### src/rtl/fec23_pkg.sv
`timescale 1ns / 1ps

package fec23_pkg;

  localparam int DATA_BITS = 10;
  localparam int PAR_BITS  = 5;
  localparam int CW_BITS   = DATA_BITS + PAR_BITS;
  localparam int BYTE_BITS = 8;
  localparam int DACC_W    = 17;
  localparam int CACC_W    = 22;
  localparam int CNT_W     = 5;

  localparam logic [CNT_W-1:0] BLOCK_LEN = 5'd10;
  localparam logic [CNT_W-1:0] CW_LEN    = 5'd15;
  localparam logic [CNT_W-1:0] BYTE_LEN  = 5'd8;

  typedef struct packed {
    logic [7:0] in_byte;
    logic       in_last;
  } in_item_t;

  typedef struct packed {
    logic [7:0] out_byte;
    logic       out_last;
  } out_item_t;

  typedef struct packed {
    logic [CW_BITS-1:0] cw;
    logic               last;
  } cw_entry_t;

  function automatic logic [PAR_BITS-1:0] calc_parity(input logic [DATA_BITS-1:0] d);
    logic [PAR_BITS-1:0] s;
    logic                fb;
    s = '0;
    for (int i = 0; i < DATA_BITS; i++) begin
      fb = d[i] ^ s[0];
      s  = {fb, s[PAR_BITS-1:1] ^ {1'b0, fb, 1'b0, fb}};
    end
    return s;
  endfunction

  function automatic logic [CW_BITS-1:0] make_cw(input logic [DATA_BITS-1:0] d);
    return {calc_parity(d), d};
  endfunction

endpackage

### src/rtl/fec_2_3_hamming_15_10_stream_encoder_core.sv
`timescale 1ns / 1ps

// Channel   Ports                          Accepted when
// input     push, full, in_item            push && !full
// result    pop, empty, out_item           pop && !empty
//
// The front stage takes one byte per cycle while full is low and forms at most one
// codeword, or two on a final byte, which raises full until the second is queued.
// While pop keeps the result taken, the back stage emits one output byte per cycle
// from its 22-bit bit accumulator; the sustained input rate is two thirds of that.
// A result passes through the codeword queue and the back stage's output register.
// Reset is synchronous and active low and clears all accumulators and queues.
// Either side may stall independently; the codeword queue absorbs the difference.

module fec_2_3_hamming_15_10_stream_encoder_core import fec23_pkg::*; #(
  parameter int QUEUE_DEPTH = 4
) (
  input  logic      clk,
  input  logic      rst_n,
  input  logic      push,
  output logic      full,
  input  in_item_t  in_item,
  output logic      empty,
  input  logic      pop,
  output out_item_t out_item
);

  logic      q_wr;
  cw_entry_t q_wdata;
  logic      q_full;
  logic      q_rd;
  logic      q_valid;
  cw_entry_t q_rdata;

  fec23_front u_front (
    .clk     (clk),
    .rst_n   (rst_n),
    .push    (push),
    .full    (full),
    .in_item (in_item),
    .q_wr    (q_wr),
    .q_wdata (q_wdata),
    .q_full  (q_full)
  );

  fec23_fifo #(
    .DEPTH (QUEUE_DEPTH)
  ) u_fifo (
    .clk      (clk),
    .rst_n    (rst_n),
    .wr_en    (q_wr),
    .wr_data  (q_wdata),
    .full     (q_full),
    .rd_en    (q_rd),
    .rd_valid (q_valid),
    .rd_data  (q_rdata)
  );

  fec23_back u_back (
    .clk      (clk),
    .rst_n    (rst_n),
    .q_valid  (q_valid),
    .q_rdata  (q_rdata),
    .q_rd     (q_rd),
    .empty    (empty),
    .pop      (pop),
    .out_item (out_item)
  );

endmodule

### src/rtl/fec23_front.sv
`timescale 1ns / 1ps

module fec23_front import fec23_pkg::*; (
  input  logic      clk,
  input  logic      rst_n,
  input  logic      push,
  output logic      full,
  input  in_item_t  in_item,
  output logic      q_wr,
  output cw_entry_t q_wdata,
  input  logic      q_full
);

  logic [DACC_W-1:0] dacc_r, dacc_nxt;
  logic [CNT_W-1:0]  dcnt_r, dcnt_nxt;
  logic              pend_valid_r, pend_valid_nxt;
  cw_entry_t         pend_r, pend_nxt;

  logic              accept;
  logic [DACC_W-1:0] merged;
  logic [DACC_W-1:0] rem_acc;
  logic [CNT_W-1:0]  mcnt;
  logic [CNT_W-1:0]  rem_cnt;
  logic              have_block;
  logic              two_cw;
  cw_entry_t         first_entry;

  assign full   = pend_valid_r || q_full;
  assign accept = push && !full;

  always_comb begin
    merged      = dacc_r | ({{(DACC_W-BYTE_BITS){1'b0}}, in_item.in_byte} << dcnt_r);
    mcnt        = dcnt_r + BYTE_LEN;
    have_block  = mcnt >= BLOCK_LEN;
    rem_acc     = merged >> DATA_BITS;
    rem_cnt     = mcnt - BLOCK_LEN;
    two_cw      = in_item.in_last && have_block && (rem_cnt != '0);
    first_entry = '{cw: make_cw(merged[DATA_BITS-1:0]), last: in_item.in_last && !two_cw};
  end

  always_comb begin
    dacc_nxt       = dacc_r;
    dcnt_nxt       = dcnt_r;
    pend_valid_nxt = pend_valid_r;
    pend_nxt       = pend_r;
    if (accept) begin
      if (in_item.in_last) begin
        dacc_nxt = '0;
        dcnt_nxt = '0;
      end else if (have_block) begin
        dacc_nxt = rem_acc;
        dcnt_nxt = rem_cnt;
      end else begin
        dacc_nxt = merged;
        dcnt_nxt = mcnt;
      end
      if (two_cw) begin
        pend_valid_nxt = 1'b1;
        pend_nxt       = '{cw: make_cw(rem_acc[DATA_BITS-1:0]), last: 1'b1};
      end
    end else if (pend_valid_r && !q_full) begin
      pend_valid_nxt = 1'b0;
    end
  end

  assign q_wr    = (accept && (have_block || in_item.in_last)) || (pend_valid_r && !q_full);
  assign q_wdata = pend_valid_r ? pend_r : first_entry;

  always_ff @(posedge clk) begin
    if (!rst_n) begin
      dacc_r       <= '0;
      dcnt_r       <= '0;
      pend_valid_r <= 1'b0;
    end else begin
      dacc_r       <= dacc_nxt;
      dcnt_r       <= dcnt_nxt;
      pend_valid_r <= pend_valid_nxt;
    end
  end

  always_ff @(posedge clk) begin
    pend_r <= pend_nxt;
  end

endmodule

### src/rtl/fec23_fifo.sv
`timescale 1ns / 1ps

module fec23_fifo import fec23_pkg::*; #(
  parameter int DEPTH = 4
) (
  input  logic      clk,
  input  logic      rst_n,
  input  logic      wr_en,
  input  cw_entry_t wr_data,
  output logic      full,
  input  logic      rd_en,
  output logic      rd_valid,
  output cw_entry_t rd_data
);

  localparam int PW = (DEPTH > 1) ? $clog2(DEPTH) : 1;
  localparam int CW = $clog2(DEPTH + 1);
  localparam logic [PW-1:0] LAST_PTR = PW'(DEPTH - 1);
  localparam logic [CW-1:0] DEPTH_C  = CW'(DEPTH);

  cw_entry_t         mem_r [DEPTH];
  cw_entry_t         rd_data_r;
  logic [PW-1:0]     wptr_r, wptr_nxt;
  logic [PW-1:0]     rptr_r, rptr_nxt;
  logic [CW-1:0]     cnt_r, cnt_nxt;
  logic              do_wr;
  logic              do_rd;

  assign full     = cnt_r == DEPTH_C;
  assign rd_valid = cnt_r != '0;
  assign rd_data  = rd_data_r;
  assign do_wr    = wr_en && !full;
  assign do_rd    = rd_en && rd_valid;

  always_comb begin
    wptr_nxt = wptr_r;
    rptr_nxt = rptr_r;
    cnt_nxt  = cnt_r;
    if (do_wr) begin
      wptr_nxt = (wptr_r == LAST_PTR) ? '0 : wptr_r + 1'b1;
    end
    if (do_rd) begin
      rptr_nxt = (rptr_r == LAST_PTR) ? '0 : rptr_r + 1'b1;
    end
    if (do_wr && !do_rd) begin
      cnt_nxt = cnt_r + 1'b1;
    end else if (do_rd && !do_wr) begin
      cnt_nxt = cnt_r - 1'b1;
    end
  end

  always_ff @(posedge clk) begin
    if (!rst_n) begin
      wptr_r <= '0;
      rptr_r <= '0;
      cnt_r  <= '0;
    end else begin
      wptr_r <= wptr_nxt;
      rptr_r <= rptr_nxt;
      cnt_r  <= cnt_nxt;
    end
  end

  always_ff @(posedge clk) begin
    if (do_wr) begin
      mem_r[wptr_r] <= wr_data;
    end
  end

  // The head item is fetched ahead; an item written straight into the head slot bypasses the array.
  always_ff @(posedge clk) begin
    if (do_wr && (wptr_r == rptr_nxt)) begin
      rd_data_r <= wr_data;
    end else begin
      rd_data_r <= mem_r[rptr_nxt];
    end
  end

endmodule

### src/rtl/fec23_back.sv
`timescale 1ns / 1ps

module fec23_back import fec23_pkg::*; (
  input  logic      clk,
  input  logic      rst_n,
  input  logic      q_valid,
  input  cw_entry_t q_rdata,
  output logic      q_rd,
  output logic      empty,
  input  logic      pop,
  output out_item_t out_item
);

  logic [CACC_W-1:0] acc_r, acc_nxt;
  logic [CNT_W-1:0]  cnt_r, cnt_nxt;
  logic              plast_r, plast_nxt;
  logic              ovalid_r, ovalid_nxt;
  out_item_t         oitem_r, oitem_nxt;

  logic              can_emit;
  logic              take;
  logic [CACC_W-1:0] v_acc;
  logic [CNT_W-1:0]  v_cnt;
  logic              v_last;
  logic              emit;

  assign can_emit = !ovalid_r || pop;
  assign take     = q_valid && (cnt_r < BYTE_LEN) && !plast_r && can_emit;

  always_comb begin
    if (take) begin
      v_acc  = acc_r | ({{(CACC_W-CW_BITS){1'b0}}, q_rdata.cw} << cnt_r);
      v_cnt  = cnt_r + CW_LEN;
      v_last = q_rdata.last;
    end else begin
      v_acc  = acc_r;
      v_cnt  = cnt_r;
      v_last = plast_r;
    end
    emit = ((v_cnt >= BYTE_LEN) || (v_last && (v_cnt != '0))) && can_emit;
  end

  always_comb begin
    acc_nxt    = v_acc;
    cnt_nxt    = v_cnt;
    plast_nxt  = v_last;
    ovalid_nxt = ovalid_r && !pop;
    oitem_nxt  = oitem_r;
    if (emit) begin
      acc_nxt    = v_acc >> BYTE_BITS;
      cnt_nxt    = (v_cnt >= BYTE_LEN) ? v_cnt - BYTE_LEN : '0;
      plast_nxt  = v_last && (v_cnt > BYTE_LEN);
      ovalid_nxt = 1'b1;
      oitem_nxt  = '{out_byte: v_acc[BYTE_BITS-1:0], out_last: v_last && (v_cnt <= BYTE_LEN)};
    end
  end

  assign q_rd     = take;
  assign empty    = !ovalid_r;
  assign out_item = oitem_r;

  always_ff @(posedge clk) begin
    if (!rst_n) begin
      acc_r    <= '0;
      cnt_r    <= '0;
      plast_r  <= 1'b0;
      ovalid_r <= 1'b0;
    end else begin
      acc_r    <= acc_nxt;
      cnt_r    <= cnt_nxt;
      plast_r  <= plast_nxt;
      ovalid_r <= ovalid_nxt;
    end
  end

  always_ff @(posedge clk) begin
    oitem_r <= oitem_nxt;
  end

endmodule

### config.mk
export PLATFORM = sky130hd
export DESIGN_NAME = fec_2_3_hamming_15_10_stream_encoder_core
export DESIGN_NICKNAME = d
export VERILOG_FILES = /design/src/rtl/fec23_pkg.sv /design/src/rtl/fec_2_3_hamming_15_10_stream_encoder_core.sv /design/src/rtl/fec23_front.sv /design/src/rtl/fec23_fifo.sv /design/src/rtl/fec23_back.sv
export SDC_FILE = /design/constraint.sdc
export NUM_CORES = 1
export LEC_CHECK = 0
export ABC_AREA = 1
export BUFFER_PORTS_ARGS = -buffer_cell sky130_fd_sc_hd__buf_2
export CORE_MARGIN = 1.5
export CORE_UTILIZATION = 55
export CTS_CLUSTER_SIZE = 14
export DETAILED_ROUTE_END_ITERATION = 7
export GPL_ROUTABILITY_DRIVEN = 1
export PLACE_DENSITY = 0.77
export SETUP_SLACK_MARGIN = 0.5
export SLEW_MARGIN = 20
export SYNTH_ARGS = -nofsm -noshare
export SYNTH_HDL_FRONTEND = slang
export SYNTH_SLANG_ARGS = --single-unit
### constraint.sdc
create_clock -name clk -period 4.7 [get_ports clk]
set_input_delay 0.235 -clock clk [delete_from_list [all_inputs] [get_ports clk]]
set_output_delay 0.235 -clock clk [all_outputs]
set_load 0.02 [all_outputs]
Word level (Yosys, flattened, before mapping)
Memory sizes are Yosys's and may differ from the RTL's. A register that Yosys moved wholly into a read port is not among the register bits.
Index checks and enable logic that the tools add are counted.
{"block": "totals", "reg_bits": 80, "mem_bits_rw": 64, "in_bits": 13, "elab_cells": 132, "n_memories": 1}
{"memory": "u_fifo.mem_r", "depth": 4, "word_bits": 16, "rd": 1, "rd_clocked_by_memory_dff": 1, "write_ports": 1, "line_no": "fec23_fifo.sv:21", "text": "cw_entry_t mem_r [DEPTH];"}
{"block": "op_classes", "n_addsub": 8, "order_cmp": 5, "eq_ne": 4, "n_shift": 2, "mux": 23, "bitwise": 36, "n_reduce_logical": 39}
{"cell": "4-bit by 3-bit XOR with 4-bit output", "count": 18}
{"cell": "17-bit 2-to-1 mux", "count": 2}
{"cell": "5-bit 2-to-1 mux", "count": 5}
{"cell": "22-bit 2-to-1 mux", "count": 1}
{"cell": "22-bit bitwise OR", "count": 1}
{"cell": "15-bit by 5-bit left shift with 22-bit output", "count": 1}
{"cell": "1-bit logical AND", "count": 18}
{"cell": "17-bit bitwise OR", "count": 1}
{"cell": "8-bit by 5-bit left shift with 17-bit output", "count": 1}
{"cell": "16-bit 2-to-1 mux", "count": 1}
{"cell": "1-bit XOR", "count": 15}
{"cell": "14-bit 2-to-1 mux", "count": 1}
{"cell": "5-bit by 4-bit adder with 5-bit output (second input constant)", "count": 2}
{"cell": "5-bit by 4-bit >= comparator with 1-bit output (second input constant)", "count": 2}
{"cell": "5-bit nonzero test", "count": 2}
{"cell": "5-bit by 4-bit subtractor with 5-bit output (second input constant)", "count": 2}
{"cell": "1-bit zero test", "count": 8}
{"cell": "1-bit 2-to-1 mux", "count": 8}
{"cell": "2-bit 2-to-1 mux", "count": 3}
{"cell": "3-bit 2-to-1 mux", "count": 2}
{"cell": "5-bit by 4-bit > comparator with 1-bit output (second input constant)", "count": 1}
{"cell": "5-bit by 4-bit less-or-equal comparator with 1-bit output (second input constant)", "count": 1}
{"cell": "1-bit logical OR", "count": 5}
{"cell": "5-bit by 4-bit less-than comparator with 1-bit output (second input constant)", "count": 1}
{"cell": "11 further kinds", "count": 15}

Depth between registers and ports, before layout
{"block": "logic_depth", "word_depth": 21, "depth_mapped": 22, "depth_no_buf": 22}

Modules after synthesis
A second synthesis with hierarchy kept.
{"block": "unflattened", "hier_cells": 916, "area_unflattened_um2": 7749.9}
{"mod": "fec23_fifo", "instances": 1, "cells_each": 228, "area_per_inst_um2": 2880.3, "seq_area_each_um2": 2102.0}
{"mod": "fec23_front", "instances": 1, "cells_each": 341, "area_per_inst_um2": 2523.7, "seq_area_each_um2": 800.8}
{"mod": "fec23_back", "instances": 1, "cells_each": 347, "area_per_inst_um2": 2346.0, "seq_area_each_um2": 850.8}

Worst setup path after synthesis
Ideal clock, no wire load.
{"block": "synth_timing", "path_type": "register to register", "startpoint": "register u_front.dcnt_r[2]", "endpoint": "memory u_fifo.mem_r[0][0] (netlist name), enable pin", "setup_time_ns": 0.389, "t_arrival_ns": 2.311, "setup_slack_ns": 2.001, "path_stages_with_launch": 12, "synth_period_minus_slack_ns": 2.699, "cell_sequence": "dfxtp_1 > buf_2 > inv_2 > buf_4 > ha_1 > inv_1 > a21oi_1 > o21ai_0 > o21ai_0 > a21oi_1 > inv_1 > nor2_1"}
{"block": "synth_via", "elab_chain_cells": 8}
{"element": "from (decl)", "line_no": "fec23_front.sv:15", "text": "logic [CNT_W-1:0] dcnt_r, dcnt_nxt;"}
{"element": "from (signal assigned)", "line_no": "fec23_front.sv:76", "text": "dcnt_r <= dcnt_nxt;"}
{"element": "5-bit by 4-bit adder with 5-bit output", "line_no": "fec23_front.sv:33", "text": "mcnt = dcnt_r + BYTE_LEN;"}
{"element": "5-bit by 4-bit >= comparator with 1-bit output", "line_no": "fec23_front.sv:34", "text": "have_block = mcnt >= BLOCK_LEN;"}
{"element": "1-bit logical OR", "line_no": "fec23_front.sv:66", "text": "assign q_wr = (accept && (have_block || in_item.in_last)) || (pend_valid_r && !q_full);"}
{"element": "1-bit logical AND", "line_no": "fec23_front.sv:66"}
{"element": "1-bit logical OR", "line_no": "fec23_front.sv:66"}
{"element": "1-bit logical AND", "line_no": "fec23_fifo.sv:32", "text": "assign do_wr = wr_en && !full;"}
{"element": "named net u_fifo.do_wr", "line_no": "fec23_fifo.sv:26", "text": "logic do_wr;"}
{"element": "1-bit 2-to-1 mux", "line_no": "fec23_fifo.sv:65", "text": "if (do_wr) begin"}
{"element": "1-bit 2-to-1 mux (implied by the code)", "line_no": "fec23_fifo.sv:66", "text": "mem_r[wptr_r] <= wr_data;"}
{"element": "to (decl)", "line_no": "fec23_fifo.sv:21"}
The timed path passes the listed nets, and every way through them passes these cells.

Final worst setup path
{"block": "layout_timing", "startpoint": "register u_front.pend_valid_r", "endpoint": "register u_fifo.cnt_r[1]"}
{"element": "from (decl)", "line_no": "fec23_front.sv:16", "text": "logic pend_valid_r, pend_valid_nxt;"}
{"element": "from (signal assigned)", "line_no": "fec23_front.sv:77", "text": "pend_valid_r <= pend_valid_nxt;"}
{"element": "1-bit logical OR", "line_no": "fec23_front.sv:28", "text": "assign full = pend_valid_r || q_full;"}
{"element": "1-bit zero test", "line_no": "fec23_front.sv:29", "text": "assign accept = push && !full;"}
{"element": "1-bit logical AND", "line_no": "fec23_front.sv:29"}
{"element": "1-bit logical AND", "line_no": "fec23_front.sv:66"}
{"element": "1-bit logical OR (*)", "line_no": "fec23_front.sv:66"}
{"element": "1-bit logical AND (*)", "line_no": "fec23_fifo.sv:32"}
{"element": "named net u_fifo.do_wr", "line_no": "fec23_fifo.sv:26"}
{"element": "1-bit logical AND (*)", "line_no": "fec23_fifo.sv:45", "text": "if (do_wr && !do_rd) begin"}
{"element": "3-bit 2-to-1 mux (*)", "line_no": "fec23_fifo.sv:45"}
{"element": "named net u_fifo.cnt_nxt[1]", "line_no": "fec23_fifo.sv:25", "text": "logic [CW-1:0] cnt_r, cnt_nxt;"}
{"element": "to (signal assigned)", "line_no": "fec23_fifo.sv:60", "text": "cnt_r <= cnt_nxt;"}
{"element": "to (decl)", "line_no": "fec23_fifo.sv:25"}
The timed path passes the listed nets; every way through them passes the cells marked *.
A chain may end at the register's enable or synchronous reset.

==> impl_metrics.json <==
{
  "clock_path_buffers": 2,
  "synth_area_leader_cell": "edfxtp_1",
  "cp-end-kind": "flip-flop",
  "worstHoldPathType": "in2reg",
  "clkLatencyLatePin_ps": 430,
  "setup_tns_ps": 0,
  "antenna_cells": 0,
  "gr-total-overflow": 0,
  "firstDrtPassIters": 5,
  "grt_setup_unrepaired": "no",
  "start_util": 0.561,
  "crit_type": "reg2reg",
  "synthTopCellsByCount": "nand2_1, edfxtp_1, inv_1",
  "cts_tree": "yes",
  "skew_ps": 8.87,
  "cts.reportedPaths.clkPinSlew_ps": 60,
  "grt_pass1_vias": 5560,
  "synth_area_um2": 7400,
  "yosysMostFrequentCell": "nand2_1",
  "worstHoldStart": "pop",
  "regArea_um2": 3750,
  "synth_top_area_frac": 0.345,
  "viasPerCell": 5.54,
  "post-cts-setup-buffers": 0,
  "maxClockFrequency_mhz": 277,
  "cp_top_family": "buffers and inverters",
  "crit_chain": "clkinv_1 -> nand3_1 -> clkinv_1 -> o21ai_0 -> a21oi_1 -> ha_1 -> inv_1 -> fa_1 -> o21ai_0 -> a21oi_1",
  "ys_ff_latch": 145,
  "grt_pass1_wl_mm": 26.9,
  "drive_gt1_frac": 0.137,
  "status": "completed",
  "worstSetupStartpointType": "flip-flop",
  "drt_iter0_drc": 609,
  "syn_nets": 879,
  "slowest_delay_ps": 710,
  "worst_slack_ps": 1090,
  "crit_arrival_ps": 3920,
  "worstReg2RegStart": "u_front.pend_valid_r$_SDFFE_PN0P_",
  "maxSlewHeadroom": 0.310,
  "cts_buffers": 17,
  "async_reset_ff_frac": 0,
  "cp-startpoint": "u_front.pend_valid_r$_SDFFE_PN0P_",
  "whs_ps": 185,
  "drv_cap": 0,
  "wire_per_inst_um": 15.5,
  "drc": 0,
  "track_usage": 0.245,
  "synth.distinct_cells": 52,
  "ys_top_cells_by_area": "edfxtp_1, dfxtp_1, nand2_1",
  "synth-edff-count": 85,
  "finalCritPeriodShare": 0.768,
  "report.final.slew_viol_count": 0,
  "worstPathRequired_ps": 5010,
  "cp_max_fo": 23,
  "cts_resized": 0,
  "holdBufCountCts": 0,
  "finalHoldViolations": 0,
  "cts_num_sinks": 145,
  "tightest_slew_ps": 1030,
  "multiInputGateArea_um2": 3160,
  "drt-total-wl_mm": 16.4,
  "gp_congestion": 0.885,
  "yosys_warnings": 0,
  "area_delta_synth_final_pct": 12.1,
  "yosysSeqAreaShare": 0.507,
  "coreArea_um2": 13200,
  "dieArea_um2": 14200,
  "dp_hpwl_mm": 11.5,
  "netlist_instances": 855,
  "cpMaxStageDelayCell": "dfxtp_1",
  "synth_flop_cell": "edfxtp_1",
  "die_h_um": 119,
  "nets": 896,
  "layout_min_cycle_time_ps": 3610,
  "clock-root-buffer": "clkbuf_16",
  "port_buffers": 23,
  "rows": 42,
  "vias": 5875,
  "place_ws_ps": 1180,
  "die-width_um": 119,
  "pin_count": 24,
  "n_fill_cell": 1063,
  "setup_viol": 0,
  "antenna_found_initial": 0,
  "htree_levels": 4,
  "antenna_left": 0,
  "path_buf_inv": 3,
  "avgSynthCellArea_um2": 8.65,
  "grt_max_degree": 34
}
-- area by class of cell --
class,instances,share of cell area
tap,176,0.0266
inverter,91,0.0412
clock buffer,24,0.0632
multi-input combinational,586,0.381
clock inverter,8,0.0146
sequential,145,0.453
timing repair buffer,31,0.0211
-- metrics by stage --
step,cells,util,area [um2]
final,1061,0.629,8290
after global routing,1061,0.629,8290
after CTS,1061,0.629,8290
after detailed placement,1029,0.580,7650
after global placement,1029,0.580,7650
after floorplan,855,-,7400
-- kinds of logic after synthesis --
| group | after synthesis | share of synthesized area |
|---|---|---|
| AOI/OAI and AO/OA | 172 | 0.143 |
| xor gates and xnor gates | 26 | 0.0409 |
| buffers and inverters | 124 | 0.0661 |
| adders and majority gates | 11 | 0.0196 |
| muxes | 2 | 0.00271 |
| and+or+nand+nor | 375 | 0.220 |
| DFF | 145 | 0.507 |
-- state kept, by name, indices dropped and copies added (netlist names), named ones only --
| name | count |
|---|---|
| u_back.acc_r | 22 |
| u_back.cnt_r | 5 |
| u_back.out_item | 9 |
| u_back.ovalid_r | 1 |
| u_back.plast_r | 1 |
| u_fifo.cnt_r | 3 |
| u_fifo.mem_r | 64 |
| u_fifo.rptr_r | 2 |
| u_fifo.wptr_r | 2 |
| u_front.dacc_r | 17 |
| u_front.dcnt_r | 4 |
| u_front.pend_r | 12 |
| u_front.pend_valid_r | 1 |
-- worst paths after layout --
path	end	slack [ps]	cells past startpoint
max	u_fifo.cnt_r[1]$_SDFFE_PN0P_	1090	10
min	u_back.ovalid_r$_SDFF_PN0_	180	4
max reg2reg	u_fifo.cnt_r[1]$_SDFFE_PN0P_	1090	10
min reg2reg	u_back.acc_r[14]$_SDFF_PP0_	460	2
-- per-layer routing --
metal	track usage	routed length (um)	share of wire
met5	0	0	0
met4	0.103	518	0.032
met3	0.0603	930	0.057
met2	0.416	7910	0.48
met1	0.300	7050	0.43
-- worst reg2reg max path, cell delays in order (launching register included) --
cell,delay [ps]
dfxtp_1,710
clkinv_1,450
nand3_1,520
clkinv_1,400
o21ai_0,290
a21oi_1,160
ha_1,210
inv_1,100
fa_1,410
o21ai_0,180
a21oi_1,60
-- placed cells by master (no fill, tap or decap), drive strengths merged, types with 2 or more instances in the layout --
| cell type | synthesis | final |
|---|---|---|
| a211oi | 8 | 8 |
| a21oi | 37 | 37 |
| a31oi | 6 | 6 |
| buf | 9 | 31 |
| bufinv | 0 | 3 |
| clkbuf | 24 | 24 |
| clkinv | 4 | 8 |
| dfxtp | 60 | 60 |
| edfxtp | 85 | 85 |
| ha | 10 | 10 |
| inv | 87 | 87 |
| mux2i | 2 | 2 |
| nand2 | 220 | 220 |
| nand3 | 63 | 63 |
| nand4 | 4 | 4 |
| nor2 | 77 | 77 |
| nor3 | 4 | 4 |
| o211ai | 4 | 4 |
| o21ai | 73 | 73 |
| o21bai | 4 | 4 |
| o221ai | 3 | 3 |
| o22a | 8 | 8 |
| o22ai | 16 | 16 |
| o31ai | 3 | 3 |
| o32ai | 4 | 4 |
| or2 | 6 | 6 |
| xnor2 | 8 | 8 |
| xor2 | 18 | 18 |
Power is not shown: default switching activity piles up to over one toggle a cycle in this logic, so the estimate is an artifact.
